==> src/hdl/dcf_pkg.sv <==
package dcf_pkg;

    // frame layout
    localparam int unsigned FRAME_LEN = 9;

    typedef logic [3:0] t_idx;

    localparam t_idx IDX_SOF      = 4'd0;
    localparam t_idx IDX_ID       = 4'd1;
    localparam t_idx IDX_LEFT     = 4'd2;
    localparam t_idx IDX_PAD_L    = 4'd3;
    localparam t_idx IDX_RIGHT    = 4'd4;
    localparam t_idx IDX_PAD_R    = 4'd5;
    localparam t_idx IDX_DIR      = 4'd6;
    localparam t_idx IDX_CRC_LO   = 4'd7;
    localparam t_idx IDX_CRC_HI   = 4'd8;

    localparam logic [7:0] FRAME_SOF = 8'hFF;
    localparam logic [7:0] FRAME_ID  = 8'h07;
    localparam logic [7:0] FRAME_PAD = 8'h00;

    // direction codes
    localparam logic [7:0] DIR_FWD   = 8'b0101_0000;
    localparam logic [7:0] DIR_LEFT  = 8'b0001_0000;
    localparam logic [7:0] DIR_RIGHT = 8'b0100_0000;
    localparam logic [7:0] DIR_BACK  = 8'b0000_0000;

    // crc-16/modbus
    localparam logic [15:0] CRC_POLY = 16'hA001;
    localparam logic [15:0] CRC_INIT = 16'hFFFF;

    // classified command passed from front to back
    typedef struct packed {
        logic [7:0] sent;
        logic [7:0] dir;
    } t_cmd;

    function automatic logic [15:0] crc_byte(input logic [15:0] c_in, input logic [7:0] b);
        logic [15:0] c;
        c = c_in ^ {8'h00, b};
        for (int k = 0; k < 8; k++) begin
            c = c[0] ? ((c >> 1) ^ CRC_POLY) : (c >> 1);
        end
        return c;
    endfunction

endpackage

==> src/hdl/dcf_if.sv <==
interface dcf_in_if;
    logic              valid;
    logic              ready;
    logic              forward_held;
    logic              backward_held;
    logic              left_held;
    logic              right_held;
    logic [7:0]        speed;
    logic signed [7:0] front_ir_count;
    logic signed [7:0] rear_ir_count;

    modport source(
        output valid, forward_held, backward_held, left_held, right_held,
               speed, front_ir_count, rear_ir_count,
        input  ready
    );
    modport sink(
        input  valid, forward_held, backward_held, left_held, right_held,
               speed, front_ir_count, rear_ir_count,
        output ready
    );
endinterface

interface dcf_out_if;
    logic       valid;
    logic       ready;
    logic [7:0] frame_byte;
    logic       last_byte;

    modport source(output valid, frame_byte, last_byte, input ready);
    modport sink(input valid, frame_byte, last_byte, output ready);
endinterface

==> src/hdl/drive_command_frame_crc16.sv <==
// an accepted item goes into a queue slot, then its first frame byte loads into the output register
//   when the back end is idle
// output: nine frame bytes per item, one at a time through the one-byte output register;
//   the input side keeps accepting while the queue has room
// reset: i_rst_n synchronous active low clears queue pointers, byte index and output valid
// no clearing pass, the crc restarts at the start byte of every frame
module drive_command_frame_crc16 #(
    parameter int unsigned QUEUE_DEPTH = 2
) (
    input  logic       i_clk,
    input  logic       i_rst_n,
    dcf_in_if.sink     i_cmd,
    dcf_out_if.source  o_frame
);

    // front: classify speed gating and direction byte
    logic          push;
    logic          full;
    dcf_pkg::t_cmd front_cmd;

    // queue to back end
    logic          q_valid;
    logic          q_pop;
    dcf_pkg::t_cmd q_cmd;

    dcf_front u_front (
        .i_cmd  (i_cmd),
        .i_full (full),
        .o_push (push),
        .o_cmd  (front_cmd)
    );

    // short command queue decouples input acceptance from frame emission
    dcf_queue #(
        .DEPTH (QUEUE_DEPTH)
    ) u_queue (
        .i_clk   (i_clk),
        .i_rst_n (i_rst_n),
        .i_push  (push),
        .i_data  (front_cmd),
        .o_full  (full),
        .i_pop   (q_pop),
        .o_valid (q_valid),
        .o_data  (q_cmd)
    );

    // back: serialize nine bytes, running crc over bytes one to six
    dcf_back u_back (
        .i_clk   (i_clk),
        .i_rst_n (i_rst_n),
        .i_valid (q_valid),
        .i_cmd   (q_cmd),
        .o_pop   (q_pop),
        .o_frame (o_frame)
    );

endmodule

==> src/hdl/dcf_front.sv <==
module dcf_front (
    dcf_in_if.sink          i_cmd,
    input  logic            i_full,
    output logic            o_push,
    output dcf_pkg::t_cmd   o_cmd
);

    logic front_ok;
    logic rear_ok;
    logic speed_on;

    assign front_ok = (i_cmd.front_ir_count > 8'sd0);
    assign rear_ok  = (i_cmd.rear_ir_count > 8'sd0);
    assign speed_on = i_cmd.left_held || i_cmd.right_held
                   || (i_cmd.forward_held && front_ok)
                   || (i_cmd.backward_held && rear_ok);

    assign i_cmd.ready = !i_full;
    assign o_push      = i_cmd.valid && !i_full;

    // direction priority: forward, left, right, backward, else forward
    always_comb begin
        o_cmd.sent = speed_on ? i_cmd.speed : 8'h00;
        priority if (i_cmd.forward_held) begin
            o_cmd.dir = dcf_pkg::DIR_FWD;
        end else if (i_cmd.left_held) begin
            o_cmd.dir = dcf_pkg::DIR_LEFT;
        end else if (i_cmd.right_held) begin
            o_cmd.dir = dcf_pkg::DIR_RIGHT;
        end else if (i_cmd.backward_held) begin
            o_cmd.dir = dcf_pkg::DIR_BACK;
        end else begin
            o_cmd.dir = dcf_pkg::DIR_FWD;
        end
    end

endmodule

==> src/hdl/dcf_queue.sv <==
module dcf_queue #(
    parameter int unsigned DEPTH = 2
) (
    input  logic          i_clk,
    input  logic          i_rst_n,
    input  logic          i_push,
    input  dcf_pkg::t_cmd i_data,
    output logic          o_full,
    input  logic          i_pop,
    output logic          o_valid,
    output dcf_pkg::t_cmd o_data
);

    localparam int unsigned PW = (DEPTH > 1) ? $clog2(DEPTH) : 1;
    localparam int unsigned CW = $clog2(DEPTH + 1);
    localparam logic [PW-1:0] LAST_PTR = PW'(DEPTH - 1);
    localparam logic [CW-1:0] FULL_CNT = CW'(DEPTH);

    dcf_pkg::t_cmd r_mem [DEPTH];
    logic [PW-1:0] r_wr_ptr, n_wr_ptr;
    logic [PW-1:0] r_rd_ptr, n_rd_ptr;
    logic [CW-1:0] r_count, n_count;

    assign o_full  = (r_count == FULL_CNT);
    assign o_valid = (r_count != '0);
    assign o_data  = r_mem[r_rd_ptr];

    always_comb begin
        n_wr_ptr = r_wr_ptr;
        n_rd_ptr = r_rd_ptr;
        n_count  = r_count;
        if (i_push) begin
            n_wr_ptr = (r_wr_ptr == LAST_PTR) ? '0 : r_wr_ptr + 1'b1;
        end
        if (i_pop) begin
            n_rd_ptr = (r_rd_ptr == LAST_PTR) ? '0 : r_rd_ptr + 1'b1;
        end
        unique case ({i_push, i_pop})
            2'b10:   n_count = r_count + 1'b1;
            2'b01:   n_count = r_count - 1'b1;
            default: n_count = r_count;
        endcase
    end

    always_ff @(posedge i_clk) begin
        if (!i_rst_n) begin
            r_wr_ptr <= '0;
            r_rd_ptr <= '0;
            r_count  <= '0;
        end else begin
            r_wr_ptr <= n_wr_ptr;
            r_rd_ptr <= n_rd_ptr;
            r_count  <= n_count;
        end
    end

    always_ff @(posedge i_clk) begin
        if (i_push) begin
            r_mem[r_wr_ptr] <= i_data;
        end
    end

    a_no_overflow: assert property (@(posedge i_clk) disable iff (!i_rst_n)
        !(i_push && o_full && !i_pop))
        else $error("queue push while full");
    a_no_underflow: assert property (@(posedge i_clk) disable iff (!i_rst_n)
        i_pop |-> o_valid)
        else $error("queue pop while empty");
    a_count_range: assert property (@(posedge i_clk) disable iff (!i_rst_n)
        r_count <= FULL_CNT)
        else $error("queue count out of range");

endmodule

==> src/hdl/dcf_back.sv <==
module dcf_back (
    input  logic          i_clk,
    input  logic          i_rst_n,
    input  logic          i_valid,
    input  dcf_pkg::t_cmd i_cmd,
    output logic          o_pop,
    dcf_out_if.source     o_frame
);

    logic               load;
    dcf_pkg::t_idx      r_idx, n_idx;
    logic [15:0]        r_crc, n_crc;
    logic [7:0]         cur_byte;
    logic               r_valid, n_valid;
    logic [7:0]         r_byte;
    logic               r_last;

    assign load  = i_valid && (!r_valid || o_frame.ready);
    assign o_pop = load && (r_idx == dcf_pkg::IDX_CRC_HI);

    always_comb begin
        unique case (r_idx)
            dcf_pkg::IDX_SOF:    cur_byte = dcf_pkg::FRAME_SOF;
            dcf_pkg::IDX_ID:     cur_byte = dcf_pkg::FRAME_ID;
            dcf_pkg::IDX_LEFT:   cur_byte = i_cmd.sent;
            dcf_pkg::IDX_PAD_L:  cur_byte = dcf_pkg::FRAME_PAD;
            dcf_pkg::IDX_RIGHT:  cur_byte = i_cmd.sent;
            dcf_pkg::IDX_PAD_R:  cur_byte = dcf_pkg::FRAME_PAD;
            dcf_pkg::IDX_DIR:    cur_byte = i_cmd.dir;
            dcf_pkg::IDX_CRC_LO: cur_byte = r_crc[7:0];
            dcf_pkg::IDX_CRC_HI: cur_byte = r_crc[15:8];
            default:             cur_byte = dcf_pkg::FRAME_PAD;
        endcase
    end

    always_comb begin
        n_idx   = r_idx;
        n_crc   = r_crc;
        n_valid = r_valid && !o_frame.ready;
        if (load) begin
            n_valid = 1'b1;
            n_idx   = (r_idx == dcf_pkg::IDX_CRC_HI) ? dcf_pkg::IDX_SOF : r_idx + 1'b1;
            if (r_idx == dcf_pkg::IDX_SOF) begin
                n_crc = dcf_pkg::CRC_INIT;
            end else if (r_idx <= dcf_pkg::IDX_DIR) begin
                n_crc = dcf_pkg::crc_byte(r_crc, cur_byte);
            end
        end
    end

    always_ff @(posedge i_clk) begin
        if (!i_rst_n) begin
            r_idx   <= dcf_pkg::IDX_SOF;
            r_valid <= 1'b0;
        end else begin
            r_idx   <= n_idx;
            r_valid <= n_valid;
        end
    end

    always_ff @(posedge i_clk) begin
        r_crc <= n_crc;
        if (load) begin
            r_byte <= cur_byte;
            r_last <= (r_idx == dcf_pkg::IDX_CRC_HI);
        end
    end

    assign o_frame.valid      = r_valid;
    assign o_frame.frame_byte = r_byte;
    assign o_frame.last_byte  = r_last;

    a_idx_range: assert property (@(posedge i_clk) disable iff (!i_rst_n)
        r_idx <= dcf_pkg::IDX_CRC_HI)
        else $error("byte index out of range");
    a_last_on_pop: assert property (@(posedge i_clk) disable iff (!i_rst_n)
        o_pop |=> (r_valid && r_last))
        else $error("frame end without last byte flag");
    a_sof_first: assert property (@(posedge i_clk) disable iff (!i_rst_n)
        (load && r_idx == dcf_pkg::IDX_SOF) |=> (r_byte == dcf_pkg::FRAME_SOF && !r_last))
        else $error("frame does not open with start byte");

endmodule

==> src/flat_wrapper.sv <==
// flat-port wrapper written by rule: the top's interface ports become plain ports
module drive_command_frame_crc16_flat 
#(
    parameter int unsigned QUEUE_DEPTH = 2
)
  (i_clk, i_rst_n, i_cmd_valid, i_cmd_forward_held, i_cmd_backward_held, i_cmd_left_held, i_cmd_right_held, i_cmd_speed, i_cmd_front_ir_count, i_cmd_rear_ir_count, i_cmd_ready, o_frame_valid, o_frame_frame_byte, o_frame_last_byte, o_frame_ready);
  dcf_in_if i_cmd_i ();
  dcf_out_if o_frame_i ();
  input  logic i_clk;
  input  logic i_rst_n;
  input wire logic [$bits(i_cmd_i.valid)-1:0] i_cmd_valid;
  input wire logic [$bits(i_cmd_i.forward_held)-1:0] i_cmd_forward_held;
  input wire logic [$bits(i_cmd_i.backward_held)-1:0] i_cmd_backward_held;
  input wire logic [$bits(i_cmd_i.left_held)-1:0] i_cmd_left_held;
  input wire logic [$bits(i_cmd_i.right_held)-1:0] i_cmd_right_held;
  input wire logic [$bits(i_cmd_i.speed)-1:0] i_cmd_speed;
  input wire logic [$bits(i_cmd_i.front_ir_count)-1:0] i_cmd_front_ir_count;
  input wire logic [$bits(i_cmd_i.rear_ir_count)-1:0] i_cmd_rear_ir_count;
  output wire logic [$bits(i_cmd_i.ready)-1:0] i_cmd_ready;
  output wire logic [$bits(o_frame_i.valid)-1:0] o_frame_valid;
  output wire logic [$bits(o_frame_i.frame_byte)-1:0] o_frame_frame_byte;
  output wire logic [$bits(o_frame_i.last_byte)-1:0] o_frame_last_byte;
  input wire logic [$bits(o_frame_i.ready)-1:0] o_frame_ready;
  assign i_cmd_i.valid = i_cmd_valid;
  assign i_cmd_i.forward_held = i_cmd_forward_held;
  assign i_cmd_i.backward_held = i_cmd_backward_held;
  assign i_cmd_i.left_held = i_cmd_left_held;
  assign i_cmd_i.right_held = i_cmd_right_held;
  assign i_cmd_i.speed = i_cmd_speed;
  assign i_cmd_i.front_ir_count = i_cmd_front_ir_count;
  assign i_cmd_i.rear_ir_count = i_cmd_rear_ir_count;
  assign i_cmd_ready = i_cmd_i.ready;
  assign o_frame_valid = o_frame_i.valid;
  assign o_frame_frame_byte = o_frame_i.frame_byte;
  assign o_frame_last_byte = o_frame_i.last_byte;
  assign o_frame_i.ready = o_frame_ready;
  drive_command_frame_crc16 #(.QUEUE_DEPTH(QUEUE_DEPTH)) u_core (.i_clk(i_clk), .i_rst_n(i_rst_n), .i_cmd(i_cmd_i), .o_frame(o_frame_i));
endmodule
==> config.mk <==
export PLATFORM = sky130hd
export DESIGN_NAME = drive_command_frame_crc16_flat
export DESIGN_NICKNAME = d
export VERILOG_FILES = /design/src/hdl/dcf_pkg.sv /design/src/hdl/dcf_if.sv /design/src/hdl/drive_command_frame_crc16.sv /design/src/hdl/dcf_front.sv /design/src/hdl/dcf_queue.sv /design/src/hdl/dcf_back.sv /design/src/flat_wrapper.sv
export SDC_FILE = /design/constraint.sdc
export NUM_CORES = 1
export LEC_CHECK = 0
export ABC_AREA = 1
export BUFFER_PORTS_ARGS = -buffer_cell sky130_fd_sc_hd__buf_2
export CAP_MARGIN = 20
export CELL_PAD_IN_SITES_DETAIL_PLACEMENT = 0
export CELL_PAD_IN_SITES_GLOBAL_PLACEMENT = 1
export CORE_MARGIN = 2
export CORE_UTILIZATION = 45
export DETAILED_ROUTE_END_ITERATION = 10
export PLACE_DENSITY_LB_ADDON = 0.1
export SETUP_SLACK_MARGIN = 0.1
export SLEW_MARGIN = 20
export SYNTH_ARGS = -nofsm -noshare
export SYNTH_HDL_FRONTEND = slang
export SYNTH_HIERARCHICAL = 1
export SYNTH_SLANG_ARGS = --single-unit
export TNS_END_PERCENT = 100
==> constraint.sdc <==
create_clock -name i_clk -period 3.7 [get_ports i_clk]
set_input_delay 0.74 -clock i_clk [delete_from_list [all_inputs] [get_ports i_clk]]
set_output_delay 0.74 -clock i_clk [all_outputs]
set_load 0.01 [all_outputs]
==> run summary <==
Outcome = finished, final reports clean
Switching power = 0.629 mW
Routed WL per cell = 13.5 microns
Gr usage total = 18.7%
Period minus WS final = 2.86 ns
Clk slew on worst S/H paths = 0.08 ns
Total design power = 2.02 mW
Cell Area, Synth = 3660 sq um
Nature of the critical path startpoint = flip-flop
H-tree Lvls = 3
Fin Setup TNS = 0 ns
Upper clock frequency limit = 0.350 GHz
Seq cells post-synth = 67
Final Hold Viols = 0
Final-report max-slew violation count = 0
Initial core utilization = 46.9%
Worst hold-check path type = reg2reg
Data arrival, critical path = 2.94 ns
Number of gates given a new drive strength after cts = 0
Fraction of registers with async set or reset after synthesis = 0%
Setup repair after global routing missed its margin = false
Number of buffers added by the clock tree synthesis step = 9
Input/output buffers = 42
Cell-internal power = 1.39 mW
Count of flip-flops with a built-in enable after synthesis = 57
Critical-path top delay cell = sky130_fd_sc_hd__dfxtp_1
Seq pwr share = 46.8%
Number of detailed-route iterations in the first pass = 4
Critical path capture point type = flip-flop
Yosys cell types = 35
CTS Root Cell = sky130_fd_sc_hd__clkbuf_8
Post-placement setup slack = 0.911 ns
# Post-CTS Setup Buffers = 0
Crit-path cells = inv_1, ha_1, nand2_2, nand2_1, nor2_1, nand2_2, nand2_1, nand2_1, nand2_1, nand2_1, nand2_1, nand2_1, nand2_1, nand3_1, nand3_1, nand3_1
Worst clock skew on the final layout = 0.00970 ns
Category of the most critical setup path = reg2reg
Period Utilization, post-route = 77.2%
Die area = 8880 sq um
Num rows = 32
Required time of the critical path = 3.78 ns
Count of clock tree sinks = 67
Max-cap check violation count = 0
Number of I/O pins = 43
Cell seen most often among critical-path stages = sky130_fd_sc_hd__nand2_1
Post-Synthesis Cells = 401
Standard cell core area = 7810 sq um
Final weighted congestion in routability-driven placement = 0.842
Post-synthesis cell type with the largest combined area = sky130_fd_sc_hd__edfxtp_1
Count of routing violations after the opening detailed-route iteration = 99
Delay of the slowest cell on the worst path = 0.45 ns
Portion of the post-synthesis area used by sequential elements = 52.2%
Global-route wire length before repair = 12,400 microns
TritonCTS clock tree = yes
Tightest slew margin relative to the limit = 56.0%
Final net count = 482
Total power per unit cell area = 494 nW/um^2
Maximum number of buffers from clock root to sink = 2
Portion of total power attributed to the clock network = 29.5%
Maximum fanout encountered on the critical timing path = 21
HPWL after detailed placement = 5420 microns
Vias in the first global route = 2,611
Least-Margin Pin Slew = 0.659 ns
Total via count after detailed routing = 2,688
Largest net degree at the start of global routing = 22
Routed WL = 7470 microns
Ant. Diodes = 0
Most used DFF post-synth = sky130_fd_sc_hd__edfxtp_1
Leading cell type by number of instances after synthesis = sky130_fd_sc_hd__nand2_1
Share of total power consumed by net switching = 31.1%
Latest clock arrival within the worst-skew pair = 0.35 ns
Via count normalized by instance count = 4.87
Top-area cell type share of the netlist area = 46.7%
Peak supply drop = 210 uV
Top Family by Delay on Critical Path = simple AND/OR/NAND/NOR gates
Buffering stage count on the worst path with inverters included = 1
Die Span X = 94.2 microns
Ys Warns = 6
# setup viols final = 0
Minimum hold slack = 0.499 ns
Total grt overflow = 0
Synthesized area divided by synthesized cell count = 9.13 sq um
Remaining routing DRC violations = 0
List of most frequent post-synthesis cells = sky130_fd_sc_hd__nand2_1 (123), sky130_fd_sc_hd__edfxtp_1 (57), sky130_fd_sc_hd__inv_1 (48), sky130_fd_sc_hd__nand3_1 (35), sky130_fd_sc_hd__nor2_1 (29)
Antenna Nets Post-Route = 0
Antenna violations before repair = 0
Combinational Power Share = 23.6%
Cell types with the largest area share after synthesis = sky130_fd_sc_hd__edfxtp_1 (47%), sky130_fd_sc_hd__nand2_1 (13%), sky130_fd_sc_hd__dfxtp_1 (5.5%)
Cts-stage hold buffer count = 0
Leakage component of the power = 1.81 nW
Area growth syn-to-layout = 11.9%
Die outline height = 94.2 microns
Share of cells above drive strength 1 = 21.8%
Setup ws final = 0.842 ns
worst paths after layout:
check | cells past startpoint | to | slack (ns) | start
setup / recovery | 16 | u_core/u_back/r_crc[0] | 0.84 | u_core/u_back/r_idx[1]
hold / removal | 2 | u_core/u_back/o_frame.valid | 0.50 | u_core/u_back/o_frame.valid
setup reg to reg | 16 | u_core/u_back/r_crc[0] | 0.84 | u_core/u_back/r_idx[1]
hold reg to reg | 2 | u_core/u_back/o_frame.valid | 0.50 | u_core/u_back/o_frame.valid
layer usage:
layer,global-route usage [%],routed length (microns)
met2,30.3,3390
met1,24.5,3660
met5,0,0
met4,8.09,150
met3,3.37,274
layout make-up:
| class | instances | area [sq um] |
|---|---|---|
| clock buffer | 13 | 181 |
| clock inverter | 3 | 16.3 |
| fill | 752 | 3710 |
| inverter | 49 | 184 |
| multi-input combinational | 273 | 1440 |
| sequential | 67 | 1910 |
| tap | 102 | 128 |
| timing repair buffer | 45 | 233 |
flip-flops by register name, indices dropped and copies added (netlist names), named ones only:
signal	count
u_core/u_back/o_frame.last_byte	1
u_core/u_queue/r_count	2
u_core/u_queue/r_wr_ptr	1
u_core/u_back/r_crc	16
u_core/u_queue/r_mem	32
u_core/u_queue/r_rd_ptr	1
u_core/u_back/r_idx	4
u_core/u_back/o_frame.frame_byte	8
u_core/u_back/o_frame.valid	1
layout by cell type, fill, tap and decap left out, types with 2 or more instances in the layout:
cell,count
sky130_fd_sc_hd__nand2_1,123
sky130_fd_sc_hd__edfxtp_1,57
sky130_fd_sc_hd__inv_1,48
sky130_fd_sc_hd__buf_2,42
sky130_fd_sc_hd__nand3_1,35
sky130_fd_sc_hd__nor2_1,29
sky130_fd_sc_hd__nand4_1,19
sky130_fd_sc_hd__nand2_2,12
sky130_fd_sc_hd__dfxtp_1,10
sky130_fd_sc_hd__mux2_4,10
sky130_fd_sc_hd__clkbuf_8,9
sky130_fd_sc_hd__conb_1,6
sky130_fd_sc_hd__mux2_2,6
sky130_fd_sc_hd__nor2_2,5
sky130_fd_sc_hd__o21ai_0,5
sky130_fd_sc_hd__ha_1,5
sky130_fd_sc_hd__a21oi_1,3
sky130_fd_sc_hd__buf_4,3
sky130_fd_sc_hd__clkbuf_1,2
sky130_fd_sc_hd__clkinv_2,2
sky130_fd_sc_hd__clkbuf_16,2
sky130_fd_sc_hd__o21ai_2,2
sky130_fd_sc_hd__nor3_1,2
per-stage QoR:
step / instances / util (%) / area [sq um]
floorplan: 406 / - / 3680
global placement: 536 / 49.9 / 3900
detailed placement: 536 / 49.9 / 3900
CTS: 552 / 52.5 / 4100
global route: 552 / 52.5 / 4100
finish: 552 / 52.5 / 4100
cells by family (layout without fill, tap and decap cells):
| family | after synthesis | after routing | synth area share, % |
|---|---|---|---|
| adders and majority gates | 5 | 5 | 1.71 |
| other | 1 | 6 | 0.102 |
| xor gates and xnor gates | 2 | 2 | 0.478 |
| and+or+nand+nor | 227 | 227 | 27.2 |
| AOI/OAI and AO/OA | 17 | 17 | 3.25 |
| buffers and inverters | 66 | 110 | 9.09 |
| DFF | 67 | 67 | 52.2 |
| muxes | 16 | 16 | 5.94 |
power by group through the flow:
stage	Clock, mW	Sequential (mW)	Combinational, mW
6_report	0.598	0.948	0.478
5_1_grt	0.651	0.954	0.553
4_1_cts	0.613	0.948	0.480
3_5_place_dp	0	0.964	0.477
3_3_place_gp	0	0.964	0.471
2_1_floorplan	0	0.959	0.361
worst register-to-register path: cells and delay by family, from the launching register on:
family,cells,cell delay [ns]
adder cells (fa/ha/maj),1,0.34
buffers and inverters,1,0.12
flip-flops,1,0.45
AND/OR/NAND/NOR,14,1.69
(Power assumes the default switching activity.)
